### src/hw/rtl/prc_pkg.sv
// ---------------------------------------------------------------------------
// prc_pkg
// shared constants, types and tables of the polar/rectangular converter
// ---------------------------------------------------------------------------
package prc_pkg;

  localparam int CORDIC_STEPS  = 16;
  localparam int FRACTION_BITS = 16;
  localparam int GUARD_BITS    = 16;
  localparam int TABLE_LEN     = 30;

  localparam logic [31:0] GAIN_Q32 = 32'd2608131496;
  localparam int PRE_SHIFT = 32 - GUARD_BITS;
  localparam int ANG_SHIFT = 32 - FRACTION_BITS;

  localparam logic KIND_RECT  = 1'b0;
  localparam logic KIND_POLAR = 1'b1;

  // widths
  localparam int OP_W = 33;             // operand after left-half swap
  localparam int PS_W = 50;             // prescaled operand
  localparam int DW   = 52;             // cordic x/y datapath
  localparam int ZW   = 34;             // binary angle, 2^32 per turn

  localparam logic signed [ZW-1:0] QUARTER_TURN = ZW'(64'sh40000000);
  localparam logic signed [ZW-1:0] HALF_TURN    = ZW'(64'sh80000000);

  // angle degrees to turns: floor((b*2^(ANG_SHIFT-3) + 22) / 45), radix-256 digits
  localparam int DIV_DIGITS = (ANG_SHIFT + 32 + 7) / 8;
  localparam int DIV_W      = 8 * DIV_DIGITS;
  localparam logic [DIV_W-1:0] DIV_OFFSET = DIV_W'(45) << (ANG_SHIFT + 24);
  localparam logic [DIV_W-1:0] DIV_ROUND  = DIV_W'(22);
  localparam logic [14:0] RECIP_45 = 15'd23302;
  localparam int RECIP_SHIFT = 20;

  localparam int QUEUE_DEPTH = 4;
  localparam int QPTR_W = $clog2(QUEUE_DEPTH);
  localparam int QCNT_W = $clog2(QUEUE_DEPTH + 1);

  typedef struct packed {
    logic                     kind;
    logic                     zero;
    logic signed [OP_W-1:0]   pa;
    logic signed [OP_W-1:0]   pb;
    logic signed [ZW-1:0]     zr;
    logic [DIV_W-1:0]         ppos;
    logic [5:0]               rem;
    logic [31:0]              quot;
    logic signed [PS_W-1:0]   pa_hi;
    logic signed [PS_W-1:0]   pa_lo;
    logic signed [PS_W-1:0]   pb_hi;
    logic signed [PS_W-1:0]   pb_lo;
    logic signed [PS_W-1:0]   xs;
    logic signed [PS_W-1:0]   ys;
  } front_t;

  typedef struct packed {
    logic                     kind;
    logic                     zero;
    logic signed [PS_W-1:0]   xs;
    logic signed [PS_W-1:0]   ys;
    logic signed [ZW-1:0]     z;
  } queue_t;

  typedef struct packed {
    logic                     kind;
    logic                     zero;
    logic signed [DW-1:0]     x;
    logic signed [DW-1:0]     y;
    logic signed [ZW-1:0]     z;
  } back_t;

  function automatic logic [31:0] atan_turn(input int idx);
    logic [31:0] v;
    case (idx)
      0:  v = 32'h20000000;  1:  v = 32'h12E4051E;  2:  v = 32'h09FB385B;
      3:  v = 32'h051111D4;  4:  v = 32'h028B0D43;  5:  v = 32'h0145D7E1;
      6:  v = 32'h00A2F61E;  7:  v = 32'h00517C55;  8:  v = 32'h0028BE53;
      9:  v = 32'h00145F2F;  10: v = 32'h000A2F98;  11: v = 32'h000517CC;
      12: v = 32'h00028BE6;  13: v = 32'h000145F3;  14: v = 32'h0000A2FA;
      15: v = 32'h0000517D;  16: v = 32'h000028BE;  17: v = 32'h0000145F;
      18: v = 32'h00000A30;  19: v = 32'h00000518;  20: v = 32'h0000028C;
      21: v = 32'h00000146;  22: v = 32'h000000A3;  23: v = 32'h00000051;
      24: v = 32'h00000029;  25: v = 32'h00000014;  26: v = 32'h0000000A;
      27: v = 32'h00000005;  28: v = 32'h00000003;  29: v = 32'h00000001;
      default: v = 32'h0;
    endcase
    return v;
  endfunction

endpackage

### src/hw/rtl/prc_in_if.sv
// ---------------------------------------------------------------------------
// prc_in_if
// request channel: conversion kind and two operands
// ---------------------------------------------------------------------------
interface prc_in_if;
  logic        valid;
  logic        ready;
  logic        kind;
  logic [31:0] first_value;
  logic [31:0] second_value;

  modport source (output valid, kind, first_value, second_value, input ready);
  modport sink   (input valid, kind, first_value, second_value, output ready);
endinterface

### src/hw/rtl/prc_front.sv
// ---------------------------------------------------------------------------
// prc_front
// classifies requests, folds the left half plane, prescales by the cordic
// gain and turns input degrees into binary angle
// ---------------------------------------------------------------------------
module prc_front (
  input  logic            clk,
  input  logic            rst,
  prc_in_if.sink          req,
  input  logic            full,
  output logic            push,
  output prc_pkg::queue_t push_data
);

  localparam int NF = prc_pkg::DIV_DIGITS + 1;

  prc_pkg::front_t fs [NF];
  logic [NF-1:0]   fv;
  logic            en;
  prc_pkg::front_t f0;

  assign en        = !fv[NF-1] || !full;
  assign req.ready = en;
  assign push      = fv[NF-1] && !full;

  // operand stage
  always_comb begin
    logic signed [prc_pkg::OP_W-1:0]  a_e;
    logic signed [prc_pkg::OP_W-1:0]  b_e;
    logic signed [prc_pkg::DIV_W-1:0] bw;
    a_e = {req.first_value[31], req.first_value};
    b_e = {req.second_value[31], req.second_value};
    bw  = {{(prc_pkg::DIV_W-32){req.second_value[31]}}, req.second_value};
    f0      = '0;
    f0.kind = req.kind;
    f0.zero = (req.first_value == 32'd0) && (req.second_value == 32'd0);
    f0.pa   = a_e;
    f0.pb   = b_e;
    f0.zr   = '0;
    if (req.kind == prc_pkg::KIND_RECT && a_e < 0) begin
      if (b_e >= 0) begin
        f0.pa = b_e;
        f0.pb = -a_e;
        f0.zr = prc_pkg::QUARTER_TURN;
      end else begin
        f0.pa = -b_e;
        f0.pb = a_e;
        f0.zr = -prc_pkg::QUARTER_TURN;
      end
    end
    // offset keeps the dividend positive; it only moves quotient bits above 31
    f0.ppos = (bw <<< (prc_pkg::ANG_SHIFT - 3)) + prc_pkg::DIV_ROUND + prc_pkg::DIV_OFFSET;
  end

  always_ff @(posedge clk) begin
    if (rst) begin
      fv[0] <= 1'b0;
    end else if (en) begin
      fv[0] <= req.valid;
    end
    if (en) begin
      fs[0] <= f0;
    end
  end

  for (genvar k = 1; k < NF; k++) begin : g_stage
    prc_pkg::front_t nxt;

    always_comb begin
      logic [13:0] val;
      logic [28:0] prod;
      logic [7:0]  qd;
      logic signed [prc_pkg::PS_W-1:0] ghi;
      logic signed [prc_pkg::PS_W-1:0] glo;
      logic signed [prc_pkg::PS_W-1:0] rnd;
      nxt  = fs[k-1];
      val  = {fs[k-1].rem, fs[k-1].ppos[prc_pkg::DIV_W-1-8*(k-1) -: 8]};
      prod = 29'(val) * 29'(prc_pkg::RECIP_45);
      qd   = prod[prc_pkg::RECIP_SHIFT +: 8];
      nxt.rem  = 6'(val - 14'(qd) * 14'd45);
      nxt.quot = {fs[k-1].quot[23:0], qd};
      ghi = $signed({{(prc_pkg::PS_W-prc_pkg::GUARD_BITS){1'b0}},
                     prc_pkg::GAIN_Q32[31:prc_pkg::PRE_SHIFT]});
      glo = $signed({{(prc_pkg::PS_W-prc_pkg::PRE_SHIFT){1'b0}},
                     prc_pkg::GAIN_Q32[prc_pkg::PRE_SHIFT-1:0]});
      rnd = prc_pkg::PS_W'(1) <<< (prc_pkg::PRE_SHIFT - 1);
      if (k == 1) begin
        nxt.pa_hi = prc_pkg::PS_W'(fs[k-1].pa) * ghi;
        nxt.pa_lo = prc_pkg::PS_W'(fs[k-1].pa) * glo;
        nxt.pb_hi = prc_pkg::PS_W'(fs[k-1].pb) * ghi;
        nxt.pb_lo = prc_pkg::PS_W'(fs[k-1].pb) * glo;
      end
      if (k == 2) begin
        nxt.xs = fs[k-1].pa_hi + ((fs[k-1].pa_lo + rnd) >>> prc_pkg::PRE_SHIFT);
        nxt.ys = fs[k-1].pb_hi + ((fs[k-1].pb_lo + rnd) >>> prc_pkg::PRE_SHIFT);
      end
    end

    always_ff @(posedge clk) begin
      if (rst) begin
        fv[k] <= 1'b0;
      end else if (en) begin
        fv[k] <= fv[k-1];
      end
      if (en) begin
        fs[k] <= nxt;
      end
    end
  end

  always_comb begin
    push_data.kind = fs[NF-1].kind;
    push_data.zero = fs[NF-1].zero;
    push_data.xs   = fs[NF-1].xs;
    push_data.ys   = fs[NF-1].ys;
    if (fs[NF-1].kind == prc_pkg::KIND_POLAR) begin
      push_data.z = {{(prc_pkg::ZW-32){fs[NF-1].quot[31]}}, fs[NF-1].quot};
    end else begin
      push_data.z = fs[NF-1].zr;
    end
  end

endmodule

### src/flat_wrapper.sv
// flat-port wrapper written by rule: the top's interface ports become plain ports
module prc_front_flat 
  (clk, rst, full, push, push_data, req_valid, req_kind, req_first_value, req_second_value, req_ready);
  prc_in_if req_i ();
  input  logic clk;
  input  logic rst;
  input  logic full;
  output logic push;
  output prc_pkg::queue_t push_data;
  input wire logic [$bits(req_i.valid)-1:0] req_valid;
  input wire logic [$bits(req_i.kind)-1:0] req_kind;
  input wire logic [$bits(req_i.first_value)-1:0] req_first_value;
  input wire logic [$bits(req_i.second_value)-1:0] req_second_value;
  output wire logic [$bits(req_i.ready)-1:0] req_ready;
  assign req_i.valid = req_valid;
  assign req_i.kind = req_kind;
  assign req_i.first_value = req_first_value;
  assign req_i.second_value = req_second_value;
  assign req_ready = req_i.ready;
  prc_front u_core (.clk(clk), .rst(rst), .req(req_i), .full(full), .push(push), .push_data(push_data));
endmodule
### config.mk
export PLATFORM = sky130hd
export DESIGN_NAME = prc_front_flat
export DESIGN_NICKNAME = d
export VERILOG_FILES = /design/src/hw/rtl/prc_pkg.sv /design/src/hw/rtl/prc_in_if.sv /design/src/hw/rtl/prc_front.sv /design/src/flat_wrapper.sv
export SDC_FILE = /design/constraint.sdc
export NUM_CORES = 2
export LEC_CHECK = 0
export ABC_AREA = 1
export BUFFER_PORTS_ARGS = -buffer_cell sky130_fd_sc_hd__buf_4
export CAP_MARGIN = 25
export CORE_ASPECT_RATIO = 0.7
export CORE_MARGIN = 1.5
export CORE_UTILIZATION = 37
export CTS_BUF_LIST = sky130_fd_sc_hd__clkbuf_8
export DETAILED_ROUTE_END_ITERATION = 8
export GPL_TIMING_DRIVEN = 0
export SLEW_MARGIN = 20
export SYNTH_ARGS = -nofsm -noshare
export SYNTH_HDL_FRONTEND = slang
export SYNTH_SLANG_ARGS = --single-unit
### constraint.sdc
create_clock -name clk -period 43.1 [get_ports clk]
set_input_delay 4.31 -clock clk [delete_from_list [all_inputs] [get_ports clk]]
set_output_delay 4.31 -clock clk [all_outputs]
set_load 0.1 [all_outputs]
==> flow_metrics.tcl <==
set metrics [dict create \
    status "complete, no violations" \
    min_path_type "reg2reg" \
    tightestPinTransition_ns 0.945 \
    wirelength_mm 285 \
    drtIter0Drc 6111 \
    worstSetupPathType "in2out" \
    slew_headroom_pct 36.4 \
    antenna_found_initial 18 \
    initial_core_util_pct 37.3 \
    die_h_um 431 \
    cts-buffers-inserted 175 \
    worstPathCellList "buf_4 -> nand2_4 -> buf_12 -> buf_12 -> buf_16 -> buf_16 -> buf_4" \
    rows 156 \
    dp_hpwl_mm 248 \
    max_freq_mhz 93.7 \
    cp_num_buf_inv 6 \
    synth.distinct_cells 60 \
    fin_tns_setup_ns 0 \
    dr.pass1.iters 8 \
    nFillCells 25600 \
    io_buffers 204 \
    whs_ns 0.352 \
    synth_ff_type "edfxtp_1" \
    clk_transition_reported_paths_ns 0.06 \
    slew_viol_final 0 \
    vias 70900 \
    mostFrequentLayoutCells "2,470 x inv_1, 1,574 x nand2_1, 1,210 x ha_1" \
    clock_path_buffers 4 \
    coreArea_um2 259000 \
    cts_tree "done" \
    route.detailed.drc 0 \
    rsz0062_at_grt "false" \
    post-route-period-util_pct 24.8 \
    io_pins 207 \
    crit_required_ns 38.79 \
    ys_seq_area_share_pct 30.0 \
    area_growth_pct 10.2 \
    ctsHoldBuffers 0 \
    period_minus_slack_ns 10.67 \
    synth-edff-count 962 \
    cpLargestDelayFamily "buffers and inverters" \
    wire_per_inst_um 19.9 \
    endpoint_kind "primary output" \
    synthArstFlopShare_pct 0 \
    gr-total-overflow 0 \
    worstPathMaxFanout 55 \
    syn_nets 12600 \
    cts_sinks 969 \
    yosys_warnings 0 \
    cts_root_buffer "clkbuf_8" \
    layout_commonest_cell "inv_1" \
    via_per_inst 4.95 \
    syn_area_um2 96700 \
    gp_congestion 0.986 \
    nets 13000 \
    grt_pass1_wl_mm 433 \
    ant_nets 0 \
    setup_viol 0 \
    critPathSlowestCell "nand2_4" \
    cts_resized 0 \
    dieArea_um2 265000 \
    dieWidth_um 614 \
    grt_pass1_vias 71100 \
    netlist_instances 10300 \
    insertion_delay_ns 0.93 \
    skew_ns 0.116 \
    start_kind "input port" \
    ys_seq_elements 969 \
    hold_viol 0 \
    cap_viol_max_count 0 \
    grt_usage_pct 21.6 \
    grt_max_degree 61 \
    cts_setup_buffers 0 \
    slowest_delay_ns 0.36 \
    htree_num_levels 4 \
    layout-drive-gt1-share_pct 5.67 \
    syn_area_per_cell_um2 9.38 \
    worstPathArrival_ns 6.36 \
]
-- layer usage --
metal | up-vias | share of wire (%) | GRT usage (%)
met1 | 34700 | 51 | 34.3
met5 | - | 0.014 | 0
met2 | 2228 | 40 | 30.2
met3 | 247 | 7.4 | 3.90
li1 | 33700 | - | -
met4 | 6 | 1.5 | 3.84
-- path summary, 6_finish.rpt --
path | from | to | slack [ns] | cells past startpoint
max reg2reg | u_core.fs[2][367]$_DFFE_PP_ | u_core.fs[3][337]$_DFFE_PP_ | 35.36 | 39
min | u_core.fs[2][46]$_DFFE_PP_ | u_core.fs[3][46]$_DFFE_PP_ | 0.35 | 0
min reg2reg | u_core.fs[2][46]$_DFFE_PP_ | u_core.fs[3][46]$_DFFE_PP_ | 0.35 | 0
max | full | req_ready | 32.43 | 7
-- cell families (layout without fill, tap and decap cells) --
logic type,count (synthesis),in the layout,synth area share [%]
adder cells (fa/ha/maj),2227,2227,36.7
buffers and inverters,2564,3098,10.4
AND/OR/NAND/NOR,3098,3098,13.3
other,0,13,0
multiplexers,2,2,0.0233
flip-flops,969,969,30.0
XOR/XNOR,382,382,3.46
AO/OA/AOI/OAI,1070,1070,6.15
-- flip-flops by register name, summed over array words and instances (netlist names) --
| signal | count |
|---|---|
| u_core.fv | 7 |
| u_core.fs | 962 |
-- synthesized netlist by cell type, types with 18 or more instances --
| cell | number | area, um2 |
|---|---|---|
| inv_1 | 2427 | 9110 |
| nand2_1 | 1575 | 5910 |
| ha_1 | 1210 | 15100 |
| fa_1 | 1017 | 20400 |
| edfxtp_1 | 962 | 28900 |
| nor2_1 | 837 | 3140 |
| a21oi_1 | 475 | 2380 |
| nand3_1 | 371 | 1860 |
| o21ai_0 | 337 | 1690 |
| xor2_1 | 263 | 2300 |
| xnor2_1 | 119 | 1040 |
| nand4_1 | 113 | 707 |
| nor3_1 | 109 | 546 |
| buf_4 | 105 | 788 |
| o21bai_1 | 59 | 443 |
| a21o_1 | 57 | 428 |
| a31oi_1 | 36 | 225 |
| clkbuf_1 | 27 | 101 |
| nor4_1 | 26 | 163 |
| o21a_1 | 20 | 150 |
| o211ai_1 | 19 | 143 |
| a21boi_0 | 18 | 135 |
-- final cells by class --
class	instances	area (um2)	share of cell area, %
antenna	13	32.5	0.0305
buffer	134	900	0.844
clock buffer	177	2440	2.29
clock inverter	125	862	0.809
inverter	2430	9120	8.56
multi-input combinational	6779	57700	54.1
sequential	969	29000	27.2
tap	3476	4350	4.08
timing repair buffer	232	2190	2.06
-- worst register-to-register path: cells and delay by family (launching register included) --
family | cells | cell delay, ns
adder cells (fa/ha/maj) | 12 | 4.55
buffers and inverters | 7 | 0.44
flip-flops | 1 | 0.60
AND/OR/NAND/NOR | 20 | 1.92
-- through the flow --
step                utilization [%]  cell area, um2  setup WS, ns  cells
floorplan                         -           96700         13.70  10300
global placement               39.6          103000          2.97  14000
detailed placement             39.9          103000         32.39  14000
CTS                            41.1          107000         32.40  14300
global route                   41.2          107000         32.27  14300
finish                         41.2          107000         32.43  14300
Power is not shown: default switching activity piles up to over one toggle a cycle in this logic, so the estimate is an artifact.
