`src/hw/rtl/prc_pkg.sv`:
```
// ---------------------------------------------------------------------------
// prc_pkg
// shared constants, types and tables of the polar/rectangular converter
// ---------------------------------------------------------------------------
package prc_pkg;

  localparam int CORDIC_STEPS  = 16;
  localparam int FRACTION_BITS = 16;
  localparam int GUARD_BITS    = 16;
  localparam int TABLE_LEN     = 30;

  localparam logic [31:0] GAIN_Q32 = 32'd2608131496;
  localparam int PRE_SHIFT = 32 - GUARD_BITS;
  localparam int ANG_SHIFT = 32 - FRACTION_BITS;

  localparam logic KIND_RECT  = 1'b0;
  localparam logic KIND_POLAR = 1'b1;

  // widths
  localparam int OP_W = 33;             // operand after left-half swap
  localparam int PS_W = 50;             // prescaled operand
  localparam int DW   = 52;             // cordic x/y datapath
  localparam int ZW   = 34;             // binary angle, 2^32 per turn

  localparam logic signed [ZW-1:0] QUARTER_TURN = ZW'(64'sh40000000);
  localparam logic signed [ZW-1:0] HALF_TURN    = ZW'(64'sh80000000);

  // angle degrees to turns: floor((b*2^(ANG_SHIFT-3) + 22) / 45), radix-256 digits
  localparam int DIV_DIGITS = (ANG_SHIFT + 32 + 7) / 8;
  localparam int DIV_W      = 8 * DIV_DIGITS;
  localparam logic [DIV_W-1:0] DIV_OFFSET = DIV_W'(45) << (ANG_SHIFT + 24);
  localparam logic [DIV_W-1:0] DIV_ROUND  = DIV_W'(22);
  localparam logic [14:0] RECIP_45 = 15'd23302;
  localparam int RECIP_SHIFT = 20;

  localparam int QUEUE_DEPTH = 4;
  localparam int QPTR_W = $clog2(QUEUE_DEPTH);
  localparam int QCNT_W = $clog2(QUEUE_DEPTH + 1);

  typedef struct packed {
    logic                     kind;
    logic                     zero;
    logic signed [OP_W-1:0]   pa;
    logic signed [OP_W-1:0]   pb;
    logic signed [ZW-1:0]     zr;
    logic [DIV_W-1:0]         ppos;
    logic [5:0]               rem;
    logic [31:0]              quot;
    logic signed [PS_W-1:0]   pa_hi;
    logic signed [PS_W-1:0]   pa_lo;
    logic signed [PS_W-1:0]   pb_hi;
    logic signed [PS_W-1:0]   pb_lo;
    logic signed [PS_W-1:0]   xs;
    logic signed [PS_W-1:0]   ys;
  } front_t;

  typedef struct packed {
    logic                     kind;
    logic                     zero;
    logic signed [PS_W-1:0]   xs;
    logic signed [PS_W-1:0]   ys;
    logic signed [ZW-1:0]     z;
  } queue_t;

  typedef struct packed {
    logic                     kind;
    logic                     zero;
    logic signed [DW-1:0]     x;
    logic signed [DW-1:0]     y;
    logic signed [ZW-1:0]     z;
  } back_t;

  function automatic logic [31:0] atan_turn(input int idx);
    logic [31:0] v;
    case (idx)
      0:  v = 32'h20000000;  1:  v = 32'h12E4051E;  2:  v = 32'h09FB385B;
      3:  v = 32'h051111D4;  4:  v = 32'h028B0D43;  5:  v = 32'h0145D7E1;
      6:  v = 32'h00A2F61E;  7:  v = 32'h00517C55;  8:  v = 32'h0028BE53;
      9:  v = 32'h00145F2F;  10: v = 32'h000A2F98;  11: v = 32'h000517CC;
      12: v = 32'h00028BE6;  13: v = 32'h000145F3;  14: v = 32'h0000A2FA;
      15: v = 32'h0000517D;  16: v = 32'h000028BE;  17: v = 32'h0000145F;
      18: v = 32'h00000A30;  19: v = 32'h00000518;  20: v = 32'h0000028C;
      21: v = 32'h00000146;  22: v = 32'h000000A3;  23: v = 32'h00000051;
      24: v = 32'h00000029;  25: v = 32'h00000014;  26: v = 32'h0000000A;
      27: v = 32'h00000005;  28: v = 32'h00000003;  29: v = 32'h00000001;
      default: v = 32'h0;
    endcase
    return v;
  endfunction

endpackage

```
`src/hw/rtl/prc_queue.sv`:
```
// ---------------------------------------------------------------------------
// prc_queue
// short first-in first-out queue between the front and back parts
// ---------------------------------------------------------------------------
module prc_queue (
  input  logic            clk,
  input  logic            rst,
  input  logic            push,
  input  prc_pkg::queue_t push_data,
  input  logic            pop,
  output prc_pkg::queue_t head,
  output logic            full,
  output logic            empty
);

  prc_pkg::queue_t                mem [prc_pkg::QUEUE_DEPTH];
  logic [prc_pkg::QPTR_W-1:0]     wptr;
  logic [prc_pkg::QPTR_W-1:0]     rptr;
  logic [prc_pkg::QCNT_W-1:0]     count;

  assign full  = (count == prc_pkg::QCNT_W'(prc_pkg::QUEUE_DEPTH));
  assign empty = (count == '0);
  assign head  = mem[rptr];

  always_ff @(posedge clk) begin
    if (rst) begin
      wptr  <= '0;
      rptr  <= '0;
      count <= '0;
    end else begin
      if (push) begin
        wptr <= (wptr == prc_pkg::QPTR_W'(prc_pkg::QUEUE_DEPTH - 1)) ? '0 : wptr + 1'b1;
      end
      if (pop) begin
        rptr <= (rptr == prc_pkg::QPTR_W'(prc_pkg::QUEUE_DEPTH - 1)) ? '0 : rptr + 1'b1;
      end
      if (push && !pop) begin
        count <= count + 1'b1;
      end else if (pop && !push) begin
        count <= count - 1'b1;
      end
    end
    if (push) begin
      mem[wptr] <= push_data;
    end
  end

endmodule

```
`config.mk`:
```
export PLATFORM = sky130hd
export DESIGN_NAME = prc_queue
export DESIGN_NICKNAME = d
export VERILOG_FILES = /design/src/hw/rtl/prc_pkg.sv /design/src/hw/rtl/prc_queue.sv
export SDC_FILE = /design/constraint.sdc
export NUM_CORES = 1
export LEC_CHECK = 0
export ABC_CLOCK_PERIOD_IN_PS = 4700
export BUFFER_PORTS_ARGS = -buffer_cell sky130_fd_sc_hd__buf_2
export CAP_MARGIN = 10
export CORE_MARGIN = 4
export CORE_UTILIZATION = 49
export DETAILED_ROUTE_END_ITERATION = 12
export GPL_TIMING_DRIVEN = 0
export PLACE_DENSITY = 0.7
export SLEW_MARGIN = 15
export SYNTH_ARGS = -nofsm -noshare
export SYNTH_HDL_FRONTEND = slang
export SYNTH_SLANG_ARGS = --single-unit
```
`constraint.sdc`:
```
create_clock -name clk -period 4.7 [get_ports clk]
set_input_delay 0.705 -clock clk [delete_from_list [all_inputs] [get_ports clk]]
set_output_delay 0.705 -clock clk [all_outputs]
set_load 0.05 [all_outputs]
```
==> out/metrics.csv, run 1 <==
metric;value;unit
placed insts;1566;
final WL;37700;um
Final Non-Filler Cells;1663;
gr ovfl total;0;
TNS Setup;0;ns
sequential fraction of the synthesis area;0.825;
Hold Buf Count CTS;0;
RSZ-0062 raised after global routing;no;
GRT Resource Usage Total;0.173;
pre-CTS WS;2.05;ns
# resized after CTS;0;
met2 usage;0.269;
CP max-delay cell;mux4_2;
Ys Warns;0;
Die X-Extent;210;um
CP Data Required Time;3.99;ns
cell accounting for the most synthesized area;edfxtp_1;
grt met1 use;0.243;
Root Driver;clkbuf_16;
residual DRC count;0;
die height;210;um
critical path class;reg -> out;
leakage;0.00809;uW
largest net degree at the start of global routing;51;
global-route layer with the greatest usage;met2;
Slew @ Worst Pin;0.754;ns
clock buffer count from CTS;54;
number of I/O port buffers;277;
Pre-Repair DR Iteration Count;5;
DPL Wire Length;23700;um
number of synthesized register bits;553;
Rows;73;
Post CTS Setup Buffer Count;0;
Reg2Reg Setup Slack;2.47;ns
Distinct cells, synth;19;
family with the most delay on the worst path;buffers and inverters;
fin worst setup slack;1.54;ns
endpoint class of the critical path;primary output;
Switching Share;0.245;
crit-path cells;buf_2, buf_2, buf_2, mux4_2, buf_2;
ANT nets after route;0;
H-Tree Depth;2;
Reg power frac;0.511;
logic gate share of total power;0.127;
Net Count, Synth;901;
Sink Count;553;
area grow syn2layout;19.8;%
final setup violation count;0;
commonest non-fill, non-tap cell in the layout;edfxtp_1;
Clk Latency, worst-skew pair;0.58;ns
clk slew on worst S/H paths;0.06;ns
Worst Hold Class;in -> reg;
Largest stage delay, worst path;0.36;ns
final worst-path cycle share;0.673;
most frequent cells in the layout;544 x edfxtp_1, 292 x buf_2, 136 x mux4_2;
Via density;5.39;
clk buf depth;3;
violation count after the first detailed-route iteration;644;
power per cell area;465;mW/mm2
Slew HR;0.497;
largest cells by area after synthesis;edfxtp_1 82%, mux4_2 15%, dfxtp_1 0.90%;
post-layout net count;1244;
Clock Skews;0.00846;ns
Final min period;3.16;ns
Most common cell on crit path;buf_2;
Syn Inst Count;754;
TritonCTS clock tree;built;
GPL Wtd Cong;0.700;
Worst Setup Start Kind;register;
via count;8956;
Initial Utilization;0.499;
fraction of layout cells with a size suffix above 1;0.460;
number of global-route vias before repair;9659;
Max Slew Vio Count;0;
outcome;finished, final reports clean;
Avg Inst Size Synth;26.6;um2
final hold vios;0;
# IOs;278;
Max FO, Critical Path;10;
synthesized area;0.0200;mm2
Worst Path Arrival;2.46;ns
Fillers;2802;
initial antenna violation count;7;
Yosys top cell area share;0.816;
first-pass GRT wire length;58000;um
WL/cell;22.7;um
clock share of power;0.362;
crit path buf inv count;4;
Int Power;8420;uW
Psw;2740;uW
Peak VDD IR;369;uV
max-cap violations;0;
Achievable Freq;316;MHz
global routing usage on met3;0.0540;
die area;0.0442;mm2
core area;0.0401;mm2
==> state kept, by name, summed over array words and instances (netlist names), named ones only <==
register,count
mem,544
rptr,2
wptr,2
count,3
==> cell usage after synthesis, drive strengths merged <==
| cell | number |
|---|---|
| mux2i | 4 |
| inv | 4 |
| o21ai | 1 |
| mux4 | 136 |
| or3 | 1 |
| clkbuf | 7 |
| xor2 | 2 |
| ha | 6 |
| nor3b | 2 |
| edfxtp | 544 |
| a21oi | 2 |
| buf | 23 |
| fa | 1 |
| and2 | 4 |
| dfxtp | 9 |
| nor3 | 1 |
| nor2 | 7 |
==> power groups by stage <==
stage | registers, uW | clock network, uW | logic [uW]
floorplan | 5820 | 0 | 1020
global placement | 5850 | 0 | 1400
detailed placement | 5810 | 0 | 1440
CTS | 5700 | 4160 | 1450
global route | 5710 | 4370 | 1500
finish | 5700 | 4040 | 1420
==> final timing paths <==
path                               startpoint          to  cells after the start
worst min-delay path            push_data[88]  mem[2][88]                      1
worst max-delay path                 register   head[114]                      5
worst max register to register        wptr[0]  mem[0][37]                      5
worst min register to register       count[2]    count[2]                      2
==> metal layers <==
metal  up-vias  share of wire
li1       3953              -
met1      4643           0.41
met2       299           0.48
met3        49          0.091
met4        12          0.015
met5         -         0.0022
==> area by class of cell <==
class	count	area [um2]	share of cell area
well taps	525	657	0.0274
plain buffers	30	184	0.00767
inverters	4	15.0	0.000626
flip-flops and latches	553	16500	0.689
diodes	2	5.00	0.000209
clock inverters	29	243	0.0101
repair buffers	287	1630	0.0680
multi-input cells	167	3320	0.138
clock buffers	66	1420	0.0591
==> cells by family after synthesis <==
family / Yosys count / synth area share
compound gates: 3 / 0.000750
mux: 140 / 0.155
buf+inv: 34 / 0.00994
fa+ha+maj: 7 / 0.00475
flops: 553 / 0.825
simple gates: 15 / 0.00387
xor+xnor: 2 / 0.000875
==> stage by stage <==
stage | util | power, uW | area [um2] | hold WS [ns]
2_1_floorplan | - | 6840 | 20000 | 0.460
3_3_place_gp | 0.550 | 7250 | 22100 | 0.487
3_5_place_dp | 0.557 | 7250 | 22300 | 0.491
4_1_cts | 0.598 | 11300 | 24000 | 0.289
5_1_grt | 0.598 | 11600 | 24000 | 0.309
6_report | 0.598 | 11200 | 24000 | 0.336
(Power assumes the default switching activity.)
==> run 2, diff against run 1 <==
--- a/config.mk
+++ b/config.mk
@@ -5,7 +5,7 @@
 export SDC_FILE = /design/constraint.sdc
 export NUM_CORES = 1
 export LEC_CHECK = 0
-export ABC_CLOCK_PERIOD_IN_PS = 4700
+export ABC_CLOCK_PERIOD_IN_PS = 3100
 export BUFFER_PORTS_ARGS = -buffer_cell sky130_fd_sc_hd__buf_2
 export CAP_MARGIN = 10
 export CORE_MARGIN = 4
==> constraint.sdc (replaced) <==
create_clock -name clk -period 3.1 [get_ports clk]
set_input_delay 0.465 -clock clk [delete_from_list [all_inputs] [get_ports clk]]
set_output_delay 0.465 -clock clk [all_outputs]
set_load 0.05 [all_outputs]
==> out/metrics.csv, run 2 (same netlist as run 1, synthesis figures left out) <==
metric;value;unit;change
outcome;finished, final reports clean;;unchanged
clk slew on worst S/H paths;0.06;ns;about the same
core area;0.0401;mm2;unchanged
Die X-Extent;210;um;unchanged
crit-path cells;buf_2, clkbuf_4, buf_2, mux4_2, buf_2;;was buf_2, buf_2, buf_2, mux4_2, buf_2
Post CTS Setup Buffer Count;0;;unchanged
gr ovfl total;0;;unchanged
clock share of power;0.365;;was 0.362
Slew HR;0.520;;was 0.497
residual DRC count;0;;unchanged
Sink Count;553;;unchanged
fraction of layout cells with a size suffix above 1;0.464;;was 0.460
Clk Latency, worst-skew pair;0.58;ns;about the same
Worst Path Arrival;2.45;ns;was 2.46 ns
Via density;5.39;;about the same
first-pass GRT wire length;58400;um;was 58000 um
family with the most delay on the worst path;buffers and inverters;;unchanged
max reg flops;544;;unchanged
Final Non-Filler Cells;1671;;was 1663
post-layout net count;1246;;was 1244
area grow syn2layout;20.2;%;was 19.8%
H-Tree Depth;2;;unchanged
# IOs;278;;unchanged
ANT nets after route;0;;unchanged
number of global-route vias before repair;9664;;was 9659
Reg power frac;0.508;;was 0.511
CP Data Required Time;2.63;ns;was 3.99 ns
Largest stage delay, worst path;0.35;ns;was 0.36 ns
Initial Utilization;0.499;;unchanged
final total power;17000;uW;was 11200 uW
GRT Resource Usage Total;0.173;;about the same
final hold vios;0;;unchanged
Worst Hold Class;in -> reg;;unchanged
Worst Setup Start Kind;register;;unchanged
Root Driver;clkbuf_16;;unchanged
endpoint class of the critical path;primary output;;unchanged
Max FO, Critical Path;10;;unchanged
Final min period;2.91;ns;
via count;9001;;was 8956
RSZ-0062 raised after global routing;no;;unchanged
violation count after the first detailed-route iteration;617;;was 644
Int Power;12800;uW;was 8420 uW
Max Slew Vio Count;0;;unchanged
Slew @ Worst Pin;0.720;ns;was 0.754 ns
Largest regs;mem: 544 flops, count: 3 flops;;unchanged
max-cap violations;0;;unchanged
placed insts;1567;;was 1566
clk buf depth;3;;unchanged
most frequent cells in the layout;544 x edfxtp_1, 290 x buf_2, 136 x mux4_2;;was 544 x edfxtp_1, 292 x buf_2, 136 x mux4_2
number of I/O port buffers;277;;unchanged
final worst-path cycle share;0.939;;
commonest non-fill, non-tap cell in the layout;edfxtp_1;;unchanged
clock buffer count from CTS;55;;was 54
DPL Wire Length;24300;um;was 23700 um
Psw;4210;uW;was 2740 uW
final setup violation count;0;;unchanged
Fillers;2801;;was 2802
Rows;73;;unchanged
initial antenna violation count;9;;was 7
critical path class;reg -> out;;unchanged
Switching Share;0.247;;was 0.245
Clock Skews;0.00781;ns;was 0.00846 ns
Pre-Repair DR Iteration Count;4;;was 5
die area;0.0442;mm2;unchanged
crit path buf inv count;4;;unchanged
leakage;0.00813;uW;was 0.00809 uW
power per cell area;707;mW/mm2;was 465 mW/mm2
largest net degree at the start of global routing;50;;was 51
logic gate share of total power;0.127;;about the same
die height;210;um;unchanged
CP max-delay cell;mux4_2;;unchanged
TritonCTS clock tree;built;;unchanged
final WL;38000;um;was 37700 um
Peak VDD IR;527;uV;was 369 uV
Top reg by flops;mem;;unchanged
Reg2Reg Setup Slack;1.09;ns;was 2.47 ns
WL/cell;22.7;um;about the same
GPL Wtd Cong;0.704;;was 0.700
Achievable Freq;343;MHz;
Final Util;0.600;;was 0.598
Most common cell on crit path;buf_2;;unchanged
-- run 2: power groups by stage --
stage	sequential, uW	combinational [uW]	clock (uW)
floorplan	8800	1550	0
global placement	8820	2130	0
detailed placement	8800	2200	0
CTS	8650	2210	6370
global route	8660	2290	6710
finish	8640	2170	6200
-- run 2: final timing paths --
check,from,end,depth (start not counted)
max,register,head[78],5
min,push_data[2],mem[2][2],1
max reg2reg,wptr[0],mem[2][109],5
min reg2reg,count[2],count[2],2
-- run 2: layer usage --
layer	share of wire	vias up	track usage
met5	0.0026	-	0
met4	0.021	14	0.0529
met3	0.086	71	0.0557
met2	0.48	279	0.269
met1	0.41	4665	0.239
li1	-	3972	-
-- run 2: metrics by stage --
step / hold slack [ns] / worst slack (ns) / cell area, um2 / TNS [ns]
final: 0.0949 / 0.188 / 24100 / 0
after global routing: 0.0683 / 0.0469 / 24100 / 0
after CTS: 0.0458 / 0.0191 / 24000 / 0
after detailed placement: 0.506 / 0.646 / 22300 / 0
after global placement: 0.479 / -1.04 / 22100 / -546.40
after floorplan: 0.460 / 0.434 / 20000 / 0
-- run 2: repair_timing --
| action | in CTS | in global routing |
|---|---|---|
| gates resized for setup | 1 | 2 |
| setup endpoints to repair | 4 | 6 |
| hold buffers | 0 | 0 |
-- run 2: final cells by class --
cell class | count | area (um2) | area share
multi-input combinational | 167 | 3320 | 0.138
clock buffer | 68 | 1470 | 0.0610
timing repair buffer | 288 | 1650 | 0.0686
antenna | 3 | 7.51 | 0.000312
clock inverter | 33 | 236 | 0.00983
sequential | 553 | 16500 | 0.686
tap | 525 | 657 | 0.0273
buffer | 30 | 190 | 0.00790
inverter | 4 | 15.0 | 0.000624
==> run 3, diff against run 2 <==
==> constraint.sdc (replaced) <==
create_clock -name clk -period 3.1 [get_ports clk]
set_input_delay 0.465 -clock clk [delete_from_list [all_inputs] [get_ports clk]]
set_output_delay 0.465 -clock clk [all_outputs]
set_load 0.005 [all_outputs]
==> out/metrics.csv, run 3 (same netlist as run 1, synthesis figures left out) <==
metric;value;unit;change
gr ovfl total;0;;unchanged
final WL;38000;um;about the same
Initial Utilization;0.499;;unchanged
power per cell area;672;mW/mm2;was 707 mW/mm2
die height;210;um;unchanged
die area;0.0442;mm2;unchanged
Clk Latency, worst-skew pair;0.58;ns;about the same
final setup violation count;0;;unchanged
RSZ-0062 raised after global routing;no;;unchanged
hold slack;0.0947;ns;was 0.0949 ns
initial antenna violation count;9;;unchanged
Slew HR;0.493;;was 0.520
Worst Hold Class;in -> reg;;unchanged
Top reg by flops;mem;;unchanged
Final min period;2.90;ns;was 2.91 ns
Peak VDD IR;500;uV;was 527 uV
leakage;0.00812;uW;was 0.00813 uW
commonest non-fill, non-tap cell in the layout;edfxtp_1;;unchanged
CP Data Required Time;2.63;ns;about the same
violation count after the first detailed-route iteration;628;;was 617
DPL Wire Length;24300;um;unchanged
most frequent cells in the layout;544 x edfxtp_1, 292 x buf_2, 136 x mux4_2;;was 544 x edfxtp_1, 290 x buf_2, 136 x mux4_2
Sink Count;553;;unchanged
max-cap violations;0;;unchanged
Clock Skews;0.00745;ns;was 0.00781 ns
Achievable Freq;344;MHz;was 343 MHz
residual DRC count;0;;unchanged
Hold Buf Count CTS;0;;unchanged
Largest stage delay, worst path;0.63;ns;was 0.35 ns
Worst Setup Start Kind;register;;unchanged
WL/cell;22.7;um;about the same
first-pass GRT wire length;58400;um;unchanged
via count;9010;;was 9001
crit path buf inv count;3;;was 4
family with the most delay on the worst path;buffers and inverters;;unchanged
R2R depth;5;;unchanged
number of I/O port buffers;277;;unchanged
outcome;finished, final reports clean;;unchanged
Max Slew Vio Count;0;;unchanged
Most common cell on crit path;buf_2;;unchanged
H-Tree Depth;2;;unchanged
final hold vios;0;;unchanged
TritonCTS clock tree;built;;unchanged
Reg2Reg Setup Slack;1.09;ns;about the same
Die X-Extent;210;um;unchanged
largest net degree at the start of global routing;50;;unchanged
Final Util;0.600;;about the same
placed insts;1567;;unchanged
clk slew on worst S/H paths;0.06;ns;about the same
FF-to-FF End;mem[2][109];;unchanged
Fillers;2803;;was 2801
number of global-route vias before repair;9664;;unchanged
Largest regs;mem: 544 flops, count: 3 flops;;unchanged
Crit. path cell count;4;;was 5
CP max-delay cell;clkbuf_1;;was mux4_2
fraction of layout cells with a size suffix above 1;0.463;;was 0.464
Pre-Repair DR Iteration Count;4;;unchanged
ANT nets after route;0;;unchanged
clock buffer count from CTS;55;;unchanged
Final Non-Filler Cells;1671;;unchanged
core area;0.0401;mm2;unchanged
Met1 Routed Length;15400;um;about the same
crit-path cells;buf_2, clkbuf_1, mux4_2, buf_2;;was buf_2, clkbuf_4, buf_2, mux4_2, buf_2
met2 wire len;18400;um;about the same
TNS Setup;0;ns;unchanged
worst r2r src;wptr[0];;unchanged
post-layout net count;1246;;unchanged
Slew @ Worst Pin;0.761;ns;was 0.720 ns
area grow syn2layout;20.1;%;was 20.2%
final worst-path cycle share;0.937;;was 0.939
critical path class;reg -> out;;unchanged
crit path capture;head[13];;was head[78]
highest routed layer;met5;;unchanged
# IOs;278;;unchanged
GPL Wtd Cong;0.704;;unchanged
GRT Resource Usage Total;0.173;;unchanged
Via density;5.39;;about the same
Worst Path Arrival;2.44;ns;was 2.45 ns
endpoint class of the critical path;primary output;;unchanged
Root Driver;clkbuf_16;;unchanged
# resized after CTS;0;;was 1
clk buf depth;3;;unchanged
Rows;73;;unchanged
max reg flops;544;;unchanged
DR WL met3;3310;um;was 3270 um
Post CTS Setup Buffer Count;0;;unchanged
Max FO, Critical Path;10;;unchanged
## run 3: cell types whose count changed in the layout (fill, tap and decap cells not counted)
cell	change
buf_2	+2
clkbuf_1	+1
clkbuf_2	-1
clkbuf_4	-2
## run 3: worst min path at each step
stage / startpoint / endpoint / slack, ns / cells after the start
floorplan: count[2] / count[2] / 0.46 / 2
global placement: count[2] / count[2] / 0.48 / 2
detailed placement: count[2] / count[2] / 0.51 / 2
CTS: push_data[39] / mem[3][39] / 0.05 / 1
global route: push_data[50] / mem[3][50] / 0.07 / 1
finish: push_data[2] / mem[2][2] / 0.09 / 1
## run 3: stage by stage
stage	cell area [um2]	power, uW	worst slack (ns)
floorplan	20000	9490	0.434
global placement	22100	10100	-1.04
detailed placement	22300	10200	0.725
CTS	24000	16400	0.0622
global route	24000	16800	0.0590
finish	24100	16200	0.195
## run 3: per-layer routing
| layer | GRT usage | vias up |
|---|---|---|
| met5 | 0 | - |
| met1 | 0.239 | 4666 |
| met3 | 0.0557 | 71 |
| met2 | 0.269 | 287 |
| met4 | 0.0529 | 14 |
| li1 | - | 3972 |
## run 3: power breakdown
group          internal [uW]  switching (uW)
sequential              8570            73.2
clock                   3590            2610
combinational            637             685
## run 3: layout make-up
type	instances	area, um2	area share
clock buffer	68	1470	0.0610
multi-input combinational	167	3320	0.138
inverter	4	15.0	0.000624
sequential	553	16500	0.687
antenna	3	7.51	0.000312
timing repair buffer	288	1650	0.0687
clock inverter	33	236	0.00983
buffer	30	184	0.00765
tap	525	657	0.0273
